<file path="config.mk">
export PLATFORM = sky130hd
export DESIGN_NAME = trajectory_arc_length_segmenter_unit
export DESIGN_NICKNAME = d
export VERILOG_FILES = /design/src/rtl/tals_pkg.sv /design/src/rtl/trajectory_arc_length_segmenter_unit.sv /design/src/rtl/tals_sos.sv /design/src/rtl/tals_sqrt.sv
export SDC_FILE = /design/constraint.sdc
export NUM_CORES = 1
export LEC_CHECK = 0
export ABC_AREA = 1
export BUFFER_PORTS_ARGS = -buffer_cell sky130_fd_sc_hd__buf_2
export CAP_MARGIN = 15
export CORE_ASPECT_RATIO = 0.75
export CORE_MARGIN = 2
export CORE_UTILIZATION = 37
export DETAILED_ROUTE_END_ITERATION = 8
export PLACE_DENSITY_LB_ADDON = 0.1
export SETUP_SLACK_MARGIN = 0.2
export SYNTH_ARGS = -nofsm -noshare
export SYNTH_HDL_FRONTEND = slang
export SYNTH_SLANG_ARGS = --single-unit
</file>
<file path="constraint.sdc">
create_clock -name aclk -period 4.7 [get_ports aclk]
set_clock_uncertainty 0.15 [all_clocks]
set_input_delay 0 -clock aclk [delete_from_list [all_inputs] [get_ports aclk]]
set_output_delay 0 -clock aclk [all_outputs]
set_load 0.02 [all_outputs]
</file>
<file path="src/rtl/tals_pkg.sv">
// shared widths and types for the trajectory arc length segmenter
package tals_pkg;

    localparam int COORD_W = 24;                  // coordinate width
    localparam int SOS_W   = 2 * COORD_W + 2;     // sum of three squares
    localparam int ROOT_W  = SOS_W / 2;           // floor square root width
    localparam int REM_W   = ROOT_W + 2;          // root remainder width
    localparam int ARC_W   = 32;                  // arc length width
    localparam int IDX_W   = 16;                  // point index width
    localparam int SQ_CNT_W   = $clog2(COORD_W + 1);
    localparam int ROOT_CNT_W = $clog2(ROOT_W + 1);

    localparam logic [IDX_W-1:0] INDEX_LIMIT = {IDX_W{1'b1}};
    localparam logic [ARC_W-1:0] ARC_MAX     = {ARC_W{1'b1}};
    localparam logic [ARC_W-1:0] SEG_LEN_RESET = 32'd1024;

    localparam logic REG_SEGMENT_LENGTH = 1'b0;   // word index from paddr[2]

    typedef logic [COORD_W-1:0] mag_t;

    typedef enum logic [3:0] {
        ST_IDLE   = 4'b0001,
        ST_SQUARE = 4'b0010,
        ST_ROOT   = 4'b0100,
        ST_COMMIT = 4'b1000
    } tals_state_t;

endpackage

</file>
<file path="src/rtl/trajectory_arc_length_segmenter_unit.sv">
// top level of the trajectory arc length segmenter
// Takes one trajectory point per transaction on the s_ stream (x, y, z in
// 1/1024 cm, tlast marking the final point) and adds the floor length of
// each step to a running arc. A segment transaction leaves on the m_ stream
// when the arc reaches segment_length (tuser 0) or, with a nonzero leftover,
// at the trajectory end (tuser 1); the leading breakpoint at index 0 is not
// sent. The first point of a trajectory is only stored. Every later point is
// accepted, then its three coordinate steps are squared and added one
// multiplier bit per cycle, handed to the bit-serial root (one root bit per
// cycle), handed on once more, and used to update the arc and load the
// result; no new point is accepted before that. A result still waiting on
// m_tready holds the update step. Arc and index saturate.
module trajectory_arc_length_segmenter_unit import tals_pkg::*; (
    input  logic        aclk,
    input  logic        aresetn,
    // input point stream
    input  logic        s_tvalid,
    output logic        s_tready,
    input  logic [71:0] s_tdata,    // point_x[23:0], point_y[47:24], point_z[71:48]
    input  logic        s_tlast,    // last_point
    // segment stream
    output logic        m_tvalid,
    input  logic        m_tready,
    output logic [47:0] m_tdata,    // end_index[15:0], segment_arc[47:16]
    output logic        m_tuser,    // final_segment
    // configuration port
    input  logic        psel,
    input  logic        penable,
    input  logic        pwrite,
    input  logic [2:0]  paddr,
    input  logic [31:0] pwdata,
    output logic [31:0] prdata,
    output logic        pready
);

    tals_state_t          state_reg, state_next;

    logic [ARC_W-1:0]     seg_len_reg;
    logic [COORD_W-1:0]   prev_x_reg, prev_y_reg, prev_z_reg;
    logic [ARC_W-1:0]     arc_reg;
    logic [IDX_W-1:0]     count_reg;
    logic                 have_prev_reg;
    logic                 last_reg;

    logic                 out_valid_reg;
    logic [IDX_W-1:0]     out_index_reg;
    logic [ARC_W-1:0]     out_arc_reg;
    logic                 out_final_reg;

    logic [COORD_W-1:0]   pt_x, pt_y, pt_z;
    logic                 in_fire;
    logic                 cfg_write;
    logic                 sos_start;
    logic                 sos_done;
    logic [SOS_W-1:0]     sos_sum;
    logic                 root_done;
    logic [ROOT_W-1:0]    step_len;
    logic                 out_free;
    logic                 commit;

    logic [ARC_W:0]       arc_sum;
    logic [ARC_W-1:0]     arc_sat;
    logic [IDX_W-1:0]     count_inc;
    logic                 hit;
    logic                 leftover;

    // absolute difference of two signed coordinates
    function automatic mag_t abs_diff(input logic [COORD_W-1:0] a,
                                      input logic [COORD_W-1:0] b);
        logic [COORD_W:0] d;
        logic [COORD_W:0] m;
        d = {a[COORD_W-1], a} - {b[COORD_W-1], b};
        m = d[COORD_W] ? (~d + 1'b1) : d;
        return m[COORD_W-1:0];
    endfunction

    assign pt_x = s_tdata[COORD_W-1:0];
    assign pt_y = s_tdata[2*COORD_W-1:COORD_W];
    assign pt_z = s_tdata[3*COORD_W-1:2*COORD_W];

    // configuration port, word index taken from paddr[2]
    assign pready    = 1'b1;
    assign cfg_write = psel && penable && pwrite && (paddr[2] == REG_SEGMENT_LENGTH);
    assign prdata    = (paddr[2] == REG_SEGMENT_LENGTH) ? seg_len_reg : '0;

    always_ff @(posedge aclk) begin
        if (!aresetn) begin
            seg_len_reg <= SEG_LEN_RESET;
        end else if (cfg_write) begin
            seg_len_reg <= pwdata;
        end
    end

    // handshakes
    assign s_tready  = (state_reg == ST_IDLE);
    assign in_fire   = s_tvalid && s_tready;
    assign sos_start = in_fire && have_prev_reg;
    assign out_free  = !out_valid_reg || m_tready;
    assign commit    = (state_reg == ST_COMMIT) && out_free;

    tals_sos u_sos (
        .aclk    (aclk),
        .aresetn (aresetn),
        .start   (sos_start),
        .dx      (abs_diff(pt_x, prev_x_reg)),
        .dy      (abs_diff(pt_y, prev_y_reg)),
        .dz      (abs_diff(pt_z, prev_z_reg)),
        .done    (sos_done),
        .sum     (sos_sum)
    );

    tals_sqrt u_sqrt (
        .aclk    (aclk),
        .aresetn (aresetn),
        .start   (sos_done),
        .operand (sos_sum),
        .done    (root_done),
        .root    (step_len)
    );

    // sequencer
    always_comb begin
        state_next = state_reg;
        case (state_reg)
            ST_IDLE:   if (sos_start) state_next = ST_SQUARE;
            ST_SQUARE: if (sos_done)  state_next = ST_ROOT;
            ST_ROOT:   if (root_done) state_next = ST_COMMIT;
            ST_COMMIT: if (out_free)  state_next = ST_IDLE;
            default:   state_next = ST_IDLE;
        endcase
    end

    // arc update: saturating add, then threshold compare
    always_comb begin
        arc_sum   = {1'b0, arc_reg} + {{(ARC_W+1-ROOT_W){1'b0}}, step_len};
        arc_sat   = arc_sum[ARC_W] ? ARC_MAX : arc_sum[ARC_W-1:0];
        count_inc = (count_reg != INDEX_LIMIT) ? count_reg + 1'b1 : count_reg;
        hit       = (arc_sat >= seg_len_reg);
        leftover  = last_reg && (arc_sat != '0);
    end

    always_ff @(posedge aclk) begin
        if (!aresetn) begin
            state_reg     <= ST_IDLE;
            have_prev_reg <= 1'b0;
            arc_reg       <= '0;
            count_reg     <= '0;
            prev_x_reg    <= '0;
            prev_y_reg    <= '0;
            prev_z_reg    <= '0;
            out_valid_reg <= 1'b0;
        end else begin
            state_reg <= state_next;
            // a new segment replaces one that leaves in the same cycle
            if (commit && (hit || leftover)) begin
                out_valid_reg <= 1'b1;
            end else if (m_tready) begin
                out_valid_reg <= 1'b0;
            end
            if (in_fire) begin
                // a final point clears the stored point along with the rest
                prev_x_reg <= s_tlast ? '0 : pt_x;
                prev_y_reg <= s_tlast ? '0 : pt_y;
                prev_z_reg <= s_tlast ? '0 : pt_z;
                if (!have_prev_reg) begin
                    // first point of a trajectory carries no length
                    have_prev_reg <= !s_tlast;
                    count_reg     <= '0;
                    arc_reg       <= '0;
                end
            end
            if (commit) begin
                if (last_reg) begin
                    have_prev_reg <= 1'b0;
                    arc_reg       <= '0;
                    count_reg     <= '0;
                end else begin
                    arc_reg   <= hit ? '0 : arc_sat;
                    count_reg <= count_inc;
                end
            end
        end
    end

    // payload registers
    always_ff @(posedge aclk) begin
        if (in_fire) begin
            last_reg <= s_tlast;
        end
        if (commit && (hit || leftover)) begin
            out_index_reg <= count_inc;
            out_arc_reg   <= arc_sat;
            out_final_reg <= !hit;
        end
    end

    assign m_tvalid = out_valid_reg;
    assign m_tdata  = {out_arc_reg, out_index_reg};
    assign m_tuser  = out_final_reg;

endmodule

</file>
<file path="src/rtl/tals_sos.sv">
// bit-serial sum of three squares, one multiplier bit per cycle, msb first
module tals_sos import tals_pkg::*; (
    input  logic             aclk,
    input  logic             aresetn,
    input  logic             start,
    input  mag_t             dx,
    input  mag_t             dy,
    input  mag_t             dz,
    output logic             done,
    output logic [SOS_W-1:0] sum
);

    mag_t                  mcx_reg, mcy_reg, mcz_reg;
    mag_t                  mpx_reg, mpy_reg, mpz_reg;
    logic [SOS_W-1:0]      acc_reg, acc_next;
    logic [SQ_CNT_W-1:0]   cnt_reg;
    logic                  busy_reg;
    logic                  done_reg;

    // shift the partial sum up and add the selected multiplicands
    always_comb begin
        acc_next = {acc_reg[SOS_W-2:0], 1'b0}
                 + (mpx_reg[COORD_W-1] ? {{(SOS_W-COORD_W){1'b0}}, mcx_reg} : '0)
                 + (mpy_reg[COORD_W-1] ? {{(SOS_W-COORD_W){1'b0}}, mcy_reg} : '0)
                 + (mpz_reg[COORD_W-1] ? {{(SOS_W-COORD_W){1'b0}}, mcz_reg} : '0);
    end

    always_ff @(posedge aclk) begin
        if (!aresetn) begin
            busy_reg <= 1'b0;
            done_reg <= 1'b0;
            cnt_reg  <= '0;
        end else begin
            done_reg <= 1'b0;
            if (start) begin
                busy_reg <= 1'b1;
                cnt_reg  <= SQ_CNT_W'(COORD_W);
            end else if (busy_reg) begin
                cnt_reg <= cnt_reg - 1'b1;
                if (cnt_reg == SQ_CNT_W'(1)) begin
                    busy_reg <= 1'b0;
                    done_reg <= 1'b1;
                end
            end
        end
    end

    always_ff @(posedge aclk) begin
        if (start) begin
            mcx_reg <= dx;
            mcy_reg <= dy;
            mcz_reg <= dz;
            mpx_reg <= dx;
            mpy_reg <= dy;
            mpz_reg <= dz;
            acc_reg <= '0;
        end else if (busy_reg) begin
            mpx_reg <= {mpx_reg[COORD_W-2:0], 1'b0};
            mpy_reg <= {mpy_reg[COORD_W-2:0], 1'b0};
            mpz_reg <= {mpz_reg[COORD_W-2:0], 1'b0};
            acc_reg <= acc_next;
        end
    end

    assign done = done_reg;
    assign sum  = acc_reg;

endmodule

</file>
<file path="src/rtl/tals_sqrt.sv">
// bit-serial restoring floor square root, one root bit per cycle
module tals_sqrt import tals_pkg::*; (
    input  logic              aclk,
    input  logic              aresetn,
    input  logic              start,
    input  logic [SOS_W-1:0]  operand,
    output logic              done,
    output logic [ROOT_W-1:0] root
);

    logic [SOS_W-1:0]      op_reg;
    logic [REM_W-1:0]      rem_reg;
    logic [ROOT_W-1:0]     root_reg;
    logic [ROOT_CNT_W-1:0] cnt_reg;
    logic                  busy_reg;
    logic                  done_reg;

    logic [REM_W+1:0]      rem_sh;
    logic [REM_W+1:0]      trial;
    logic [REM_W+1:0]      diff;
    logic                  take;

    always_comb begin
        rem_sh = {rem_reg, op_reg[SOS_W-1:SOS_W-2]};
        trial  = {2'b00, root_reg, 2'b01};
        diff   = rem_sh - trial;
        take   = (rem_sh >= trial);
    end

    always_ff @(posedge aclk) begin
        if (!aresetn) begin
            busy_reg <= 1'b0;
            done_reg <= 1'b0;
            cnt_reg  <= '0;
        end else begin
            done_reg <= 1'b0;
            if (start) begin
                busy_reg <= 1'b1;
                cnt_reg  <= ROOT_CNT_W'(ROOT_W);
            end else if (busy_reg) begin
                cnt_reg <= cnt_reg - 1'b1;
                if (cnt_reg == ROOT_CNT_W'(1)) begin
                    busy_reg <= 1'b0;
                    done_reg <= 1'b1;
                end
            end
        end
    end

    always_ff @(posedge aclk) begin
        if (start) begin
            op_reg   <= operand;
            rem_reg  <= '0;
            root_reg <= '0;
        end else if (busy_reg) begin
            op_reg <= {op_reg[SOS_W-3:0], 2'b00};
            if (take) begin
                rem_reg  <= diff[REM_W-1:0];
                root_reg <= {root_reg[ROOT_W-2:0], 1'b1};
            end else begin
                rem_reg  <= rem_sh[REM_W-1:0];
                root_reg <= {root_reg[ROOT_W-2:0], 1'b0};
            end
        end
    end

    assign done = done_reg;
    assign root = root_reg;

endmodule
</file>
## Word-level counts from Yosys, hierarchy flattened

Index checks and enable logic that the tools add are counted.

| operators by class | value |
|---|---|
| add/subtract/negate cells | 14 |
| order comparisons | 2 |
| eq/ne operators | 12 |
| mux-type cells | 54 |
| bitwise operators | 7 |
| reductions and logical operators | 24 |

Operators by type and width:

| kind | number |
|---|---|
| two-way mux 24 bit | 15 |
| two-way mux 32 bit | 7 |
| adder 50 bit | 3 |
| two-way mux 50 bit | 2 |
| two-way mux 16 bit | 5 |
| subtractor 24 x 24 -> 25 bit | 3 |
| adder 24 x 1 -> 24 bit, second input constant | 3 |
| NOT 24 bit | 3 |
| adder 32 x 25 -> 33 bit | 1 |
| >= comparator 32 bit | 1 |
| nonzero test 32 bit | 1 |
| >= comparator 29 x 27 -> 1 bit | 1 |
| two-way mux 27 bit | 1 |
| subtractor 27 bit | 1 |
| two-way mux 5 bit | 4 |
| adder 16 x 1 -> 16 bit, second input constant | 1 |
| two-way mux 4 bit | 4 |
| inequality test 16 bit, second input constant | 1 |
| one-hot mux 4 bit (4 select lines) | 1 |
| two-way mux 1 bit | 15 |
| == test 5 x 1 -> 1 bit, second input constant | 2 |
| subtractor 5 x 1 -> 5 bit, second input constant | 2 |
| logical AND 1 bit | 8 |
| inequality test 2 x 1 -> 1 bit, second input constant | 4 |
| other kinds (13) | 24 |

| storage, ports and cells | value |
|---|---|
| register bits after elaboration | 518 |
| input bits | 115 |
| output and inout port bits | 84 |
| logic and storage cells | 144 |

## Depth between registers and ports, before layout

| logic depth | value |
|---|---|
| depth after elaboration | 7 |
| gate-level depth with buffers | 26 |

## By module

A second synthesis with hierarchy kept.

| unflattened totals | value |
|---|---|
| cells, all modules | 5143 |
| area total of the unflattened synthesis | 35591.6 um^2 |

By module, submodules not included:

| module | instances | cells each | area an instance (um^2) | sequential area each (um^2) |
|---|---|---|---|---|
| trajectory_arc_length_segmenter_unit | 1 | 2707 | 17225.3 | 4664.5 |
| tals_sos | 1 | 1452 | 11693.7 | 5465.2 |
| tals_sqrt | 1 | 984 | 6672.6 | 2682.6 |

## Worst setup path after synthesis

OpenSTA, ideal clock, no wires.

| path | value |
|---|---|
| path kind | register to register |
| start | reg arc_reg[0] |
| end | reg out_final_reg (netlist: m_tuser), enable pin |
| setup time | 0.408 ns |
| data arrival time | 4.097 ns |
| data required time | 4.142 ns |
| setup slack | 0.046 ns |
| stages on the path, launching flop included | 24 |
| path buffers | 2 |
| cells stage by stage | dfxtp_1 ha_1 fa_1 nand3_1 nand3_2 nand2_1 nand2_1 nand2_1 nand2_1 a21oi_2 buf_4 buf_2 nand2_1 ha_1 inv_1 nor2_1 nor2_1 o21ai_0 nand2_1 a21boi_0 o21ai_0 nand3_1 nand2_1 nand2_1 |

| between the ends | value |
|---|---|
| word-level cells in the longest chain between the ends | 6 |
| elaborated cells on any way between the ends | 7 |
| classes of those cells | 1 x add/sub; 1 x order compare; 1 x mux; 4 x reduce/logical |

RTL lines:

| what | line | text |
|---|---|---|
| start, declared | trajectory_arc_length_segmenter_unit.sv:40 | `logic [ARC_W-1:0] arc_reg;` |
| start signal, assigned | trajectory_arc_length_segmenter_unit.sv:178 | `arc_reg <= hit ? '0 : arc_sat;` |
| adder 32 x 25 -> 33 bit (*) | trajectory_arc_length_segmenter_unit.sv:135 | `arc_sum = {1'b0, arc_reg} + {{(ARC_W+1-ROOT_W){1'b0}}, step_len};` |
| two-way mux 32 bit (*) | trajectory_arc_length_segmenter_unit.sv:136 | `arc_sat = arc_sum[ARC_W] ? ARC_MAX : arc_sum[ARC_W-1:0];` |
| via arc_sat[1] | trajectory_arc_length_segmenter_unit.sv:62 | `logic [ARC_W-1:0] arc_sat;` |
| branches (longest 2 deep; another with >= comparator 32 bit) | - |  |
| logical OR 1 bit (*) | trajectory_arc_length_segmenter_unit.sv:190 | `if (commit && (hit \|\| leftover)) begin` |
| logical AND 1 bit (*) | trajectory_arc_length_segmenter_unit.sv:190 |  |
| end signal, assigned | trajectory_arc_length_segmenter_unit.sv:193 | `out_final_reg <= !hit;` |
| end, declared | trajectory_arc_length_segmenter_unit.sv:48 | `logic out_final_reg;` |

Mark *: on every way through the listed nets, which the timed path passes.
A chain may end at the register's enable or synchronous reset.

## Final worst setup path

| path | value |
|---|---|
| start | reg u_sqrt.root_reg[0] (netlist: u_sqrt.root[0]) |
| end | reg arc_reg[17] |

| between the ends | value |
|---|---|
| word-level cells in the longest chain between the ends | 6 |

RTL lines:

| what | line | text |
|---|---|---|
| start, declared | tals_sqrt.sv:13 | `logic [ROOT_W-1:0] root_reg;` |
| start signal, assigned | tals_sqrt.sv:59 | `root_reg <= {root_reg[ROOT_W-2:0], 1'b1};` |
| start signal, assigned | tals_sqrt.sv:62 | `root_reg <= {root_reg[ROOT_W-2:0], 1'b0};` |
| adder 32 x 25 -> 33 bit | trajectory_arc_length_segmenter_unit.sv:135 |  |
| two-way mux 32 bit | trajectory_arc_length_segmenter_unit.sv:136 |  |
| via arc_sat[18] | trajectory_arc_length_segmenter_unit.sv:62 |  |
| >= comparator 32 bit | trajectory_arc_length_segmenter_unit.sv:138 | `hit = (arc_sat >= seg_len_reg);` |
| two-way mux 32 bit | trajectory_arc_length_segmenter_unit.sv:178 |  |
| two-way mux 32 bit | trajectory_arc_length_segmenter_unit.sv:173 | `if (last_reg) begin` |
| two-way mux 32 bit | trajectory_arc_length_segmenter_unit.sv:172 | `if (commit) begin` |

The timed path passes the listed nets, and every way through them passes these cells.

==> flow_summary_export.csv <==
group,metric,value,unit
place,port_buffers,195,
timing,final.setup.tns,0,ns
route,drt_pass1_iterations,5,
final_layout,fin_util,45.1,%
final_layout,stdcell_count,6430,
logic_synthesis,syn_area_per_cell,7.19,µm²
clock_network,path_clk_slew,0.07,ns
logic_synthesis,netlist_area,34000,µm²
timing,tightestPinTransition,1.06,ns
global_route,grt_max_degree,143,
place,place_area,36400,µm²
power_and_ir_drop,peakVddDrop,0.351,mV
place,place_hpwl,76400,µm
final_layout,syn_to_final_growth,20.9,%
clock_network,clock-sinks,518,
global_route,use_met3,2.75,%
timing,fmax,233,MHz
logic_synthesis,synth_top_area_share,21.5,%
logic_synthesis,synth_edf_count,244,
clock_network,cts_tree,"yes",
floorplan,die_w,354,µm
route,via_count,31200,
timing,setup_viol,0,
timing,rsz0062_at_grt,"false",
timing,relSlewSlack,29.6,%
global_route,grt_pass1_vias,28600,
power_and_ir_drop,total_power,15.5,mW
logic_synthesis,syn_inst,4733,
global_route,grt_util_met2,29.4,%
logic_synthesis,synth.distinct_cells,59,
place,pre_cts_ws,0.226,ns
global_route,grtUsageMet1,34.9,%
critical_path,start_kind,"flop",
logic_synthesis,synth.area.top_cells,"edfxtp_1 22%, nand2_1 17%, dfxtp_1 16%, inv_1 7.7%, ha_1 7.0%",
critical_path,required,5.13,ns
global_route,grt-busiest-layer,"met1",
clock_network,clk_latency,0.66,ns
place,gp_congestion,0.931,
place,placed_cells,6057,
timing,drv_slew,0,
timing,final_critical_path_setup_slack,0.399,ns
critical_path,endpoint_kind,"flop",
final_layout,drive_gt1_share,8.76,%
logic_synthesis,synth_flop_cell,"dfxtp_1",
global_route,track_usage,21.4,%
floorplan,fp.dieArea,94400,µm²
flow_run,drv_cap,0,
logic_synthesis,synth_seq_area_share,37.7,%
route,avgViaCountPerCell,4.86,
critical_path,critPathKind,"flop to flop",
clock_network,cts_buffers,58,
logic_synthesis,ys_seq_elements,518,
global_route,grt_pass1_wl,162000,µm
route,drt_iter0_markers,2600,
floorplan,initial_core_util,37.3,%
logic_synthesis,ys_warn_count,0,
critical_path,arrival,4.73,ns
floorplan,die_h,267,µm
floorplan,core_area,91300,µm²
hold_path,hp-class,"input port to flop",
timing,hold_slack,0.0455,ns
clock_network,h-tree-depth,2,
outcome,status,"finished, final reports clean",
timing,min_period,4.30,ns
logic_synthesis,synth_fp_nets,5089,
global_route,grt.overflow.total,0,
timing,fin_crit_sh,91.5,%
power_and_ir_drop,powerDensity,377,nW/µm²
route,post_drt_wl_per_cell,16.1,µm
power_and_ir_drop,p_leak,19.3,nW
timing,hold_viol,0,
final_layout,final_cell_area,41100,µm²
final_layout,final_nets,5510,
clock_network,clk_path_buf_depth,3,
critical_path,cp_max_fo,15,
logic_synthesis,async_reset_ff_share,0,%
clock_network,root_buffer,"clkbuf_16",
route,routed_wl,104000,µm
global_route,antenna_found_initial,2,
floorplan,core.rowCount,96,
logic_synthesis,synth.cells.most_frequent,"1572 x nand2_1, 701 x inv_1, 337 x nor2_1",
route,ant_nets,0,
logic_synthesis,synth_top_cell_by_area,"edfxtp_1",
route,drc_errors,0,
logic_synthesis,synth_most_common_cell,"nand2_1",
floorplan,io-pin-count,199,
layout make-up:
class / count / area (µm²)
Fill cell: 9364 / 50200
Multi-Input combinational cell: 3378 / 18200
Sequential cell: 518 / 12800
Timing Repair Buffer: 488 / 3910
Inverter: 710 / 2670
Clock buffer: 71 / 1580
Tap cell: 1225 / 1530
Clock inverter: 38 / 413
Antenna cell: 2 / 5.00
layer usage:
layer | wire length [µm] | vias to the layer above
met5 | 0 | -
met4 | 1690 | 0
met3 | 5770 | 112
met2 | 40100 | 722
met1 | 56100 | 14300
li1 | - | 16100
kinds of logic (layout without fill, tap and decap cells):
family	Yosys count	after routing	share of synthesized area, %
and+or+nand+nor	2350	2350	28.5
buffers and inverters	837	1307	9.43
AOI/OAI and AO/OA	658	658	10.9
DFF	518	518	37.7
adders and majority gates	241	241	10.0
xor gates and xnor gates	128	128	3.55
other	1	3	0.0110
layout by cell type, fill, tap and decap left out, types with 69 or more instances in the layout:
cell           count
nand2_1         1561
inv_1            698
nor2_1           337
a21oi_1          298
dfxtp_1          272
dlygate4sd3_1    247
edfxtp_1         244
nand3_1          226
buf_2            195
ha_1             188
o21ai_0          166
xor2_1            73
nand4_1           69
critical path, cell delays in order (launching register included):
cell and delay [ns]:
dfxtp_1 0.33, ha_2 0.21, fa_2 0.36, nand3_1 0.09, nand3_2 0.12, nand2_1 0.08
nand2_1 0.10, nand2_1 0.09, nand2_1 0.11, a21oi_4 0.21, buf_4 0.15, buf_6 0.16
nand3_1 0.26, ha_1 0.36, nand2_1 0.08, o21a_1 0.12, o221ai_1 0.09, a21oi_1 0.23
nand3_2 0.15, nor3_4 0.20, buf_4 0.18, buf_6 0.21, nand2_1 0.07, a21oi_1 0.12
repair_timing:
action	4_1_cts	5_1_grt
cloned	0	3
setup buffers	0	12
setup endpoints to repair	13	100
gates resized for setup	1	46
pin swaps	0	4
endpoints found under the hold margin	147	0
hold buffers	247	0
worst paths after layout:
path,from,end,slack (ns),depth (start not counted)
hold reg to reg,prev_z_reg[12],prev_z_reg[12],0.31,2
setup / recovery,u_sqrt.root[0],arc_reg[17],0.40,23
hold / removal,s_tdata[51],prev_z_reg[3],0.05,4
setup reg to reg,u_sqrt.root[0],arc_reg[17],0.40,23
power by group:
group / leakage, nW / total (mW) / internal [mW] / switching, mW
logic: 13.8 / 5.15 / 1.86 / 3.30
registers: 4.51 / 5.58 / 5.20 / 0.379
clock network: 0.968 / 4.78 / 2.75 / 2.03
total: 19.3 / 15.5 / 9.80 / 5.71
Note: power is estimated with default switching activity, not from simulation.
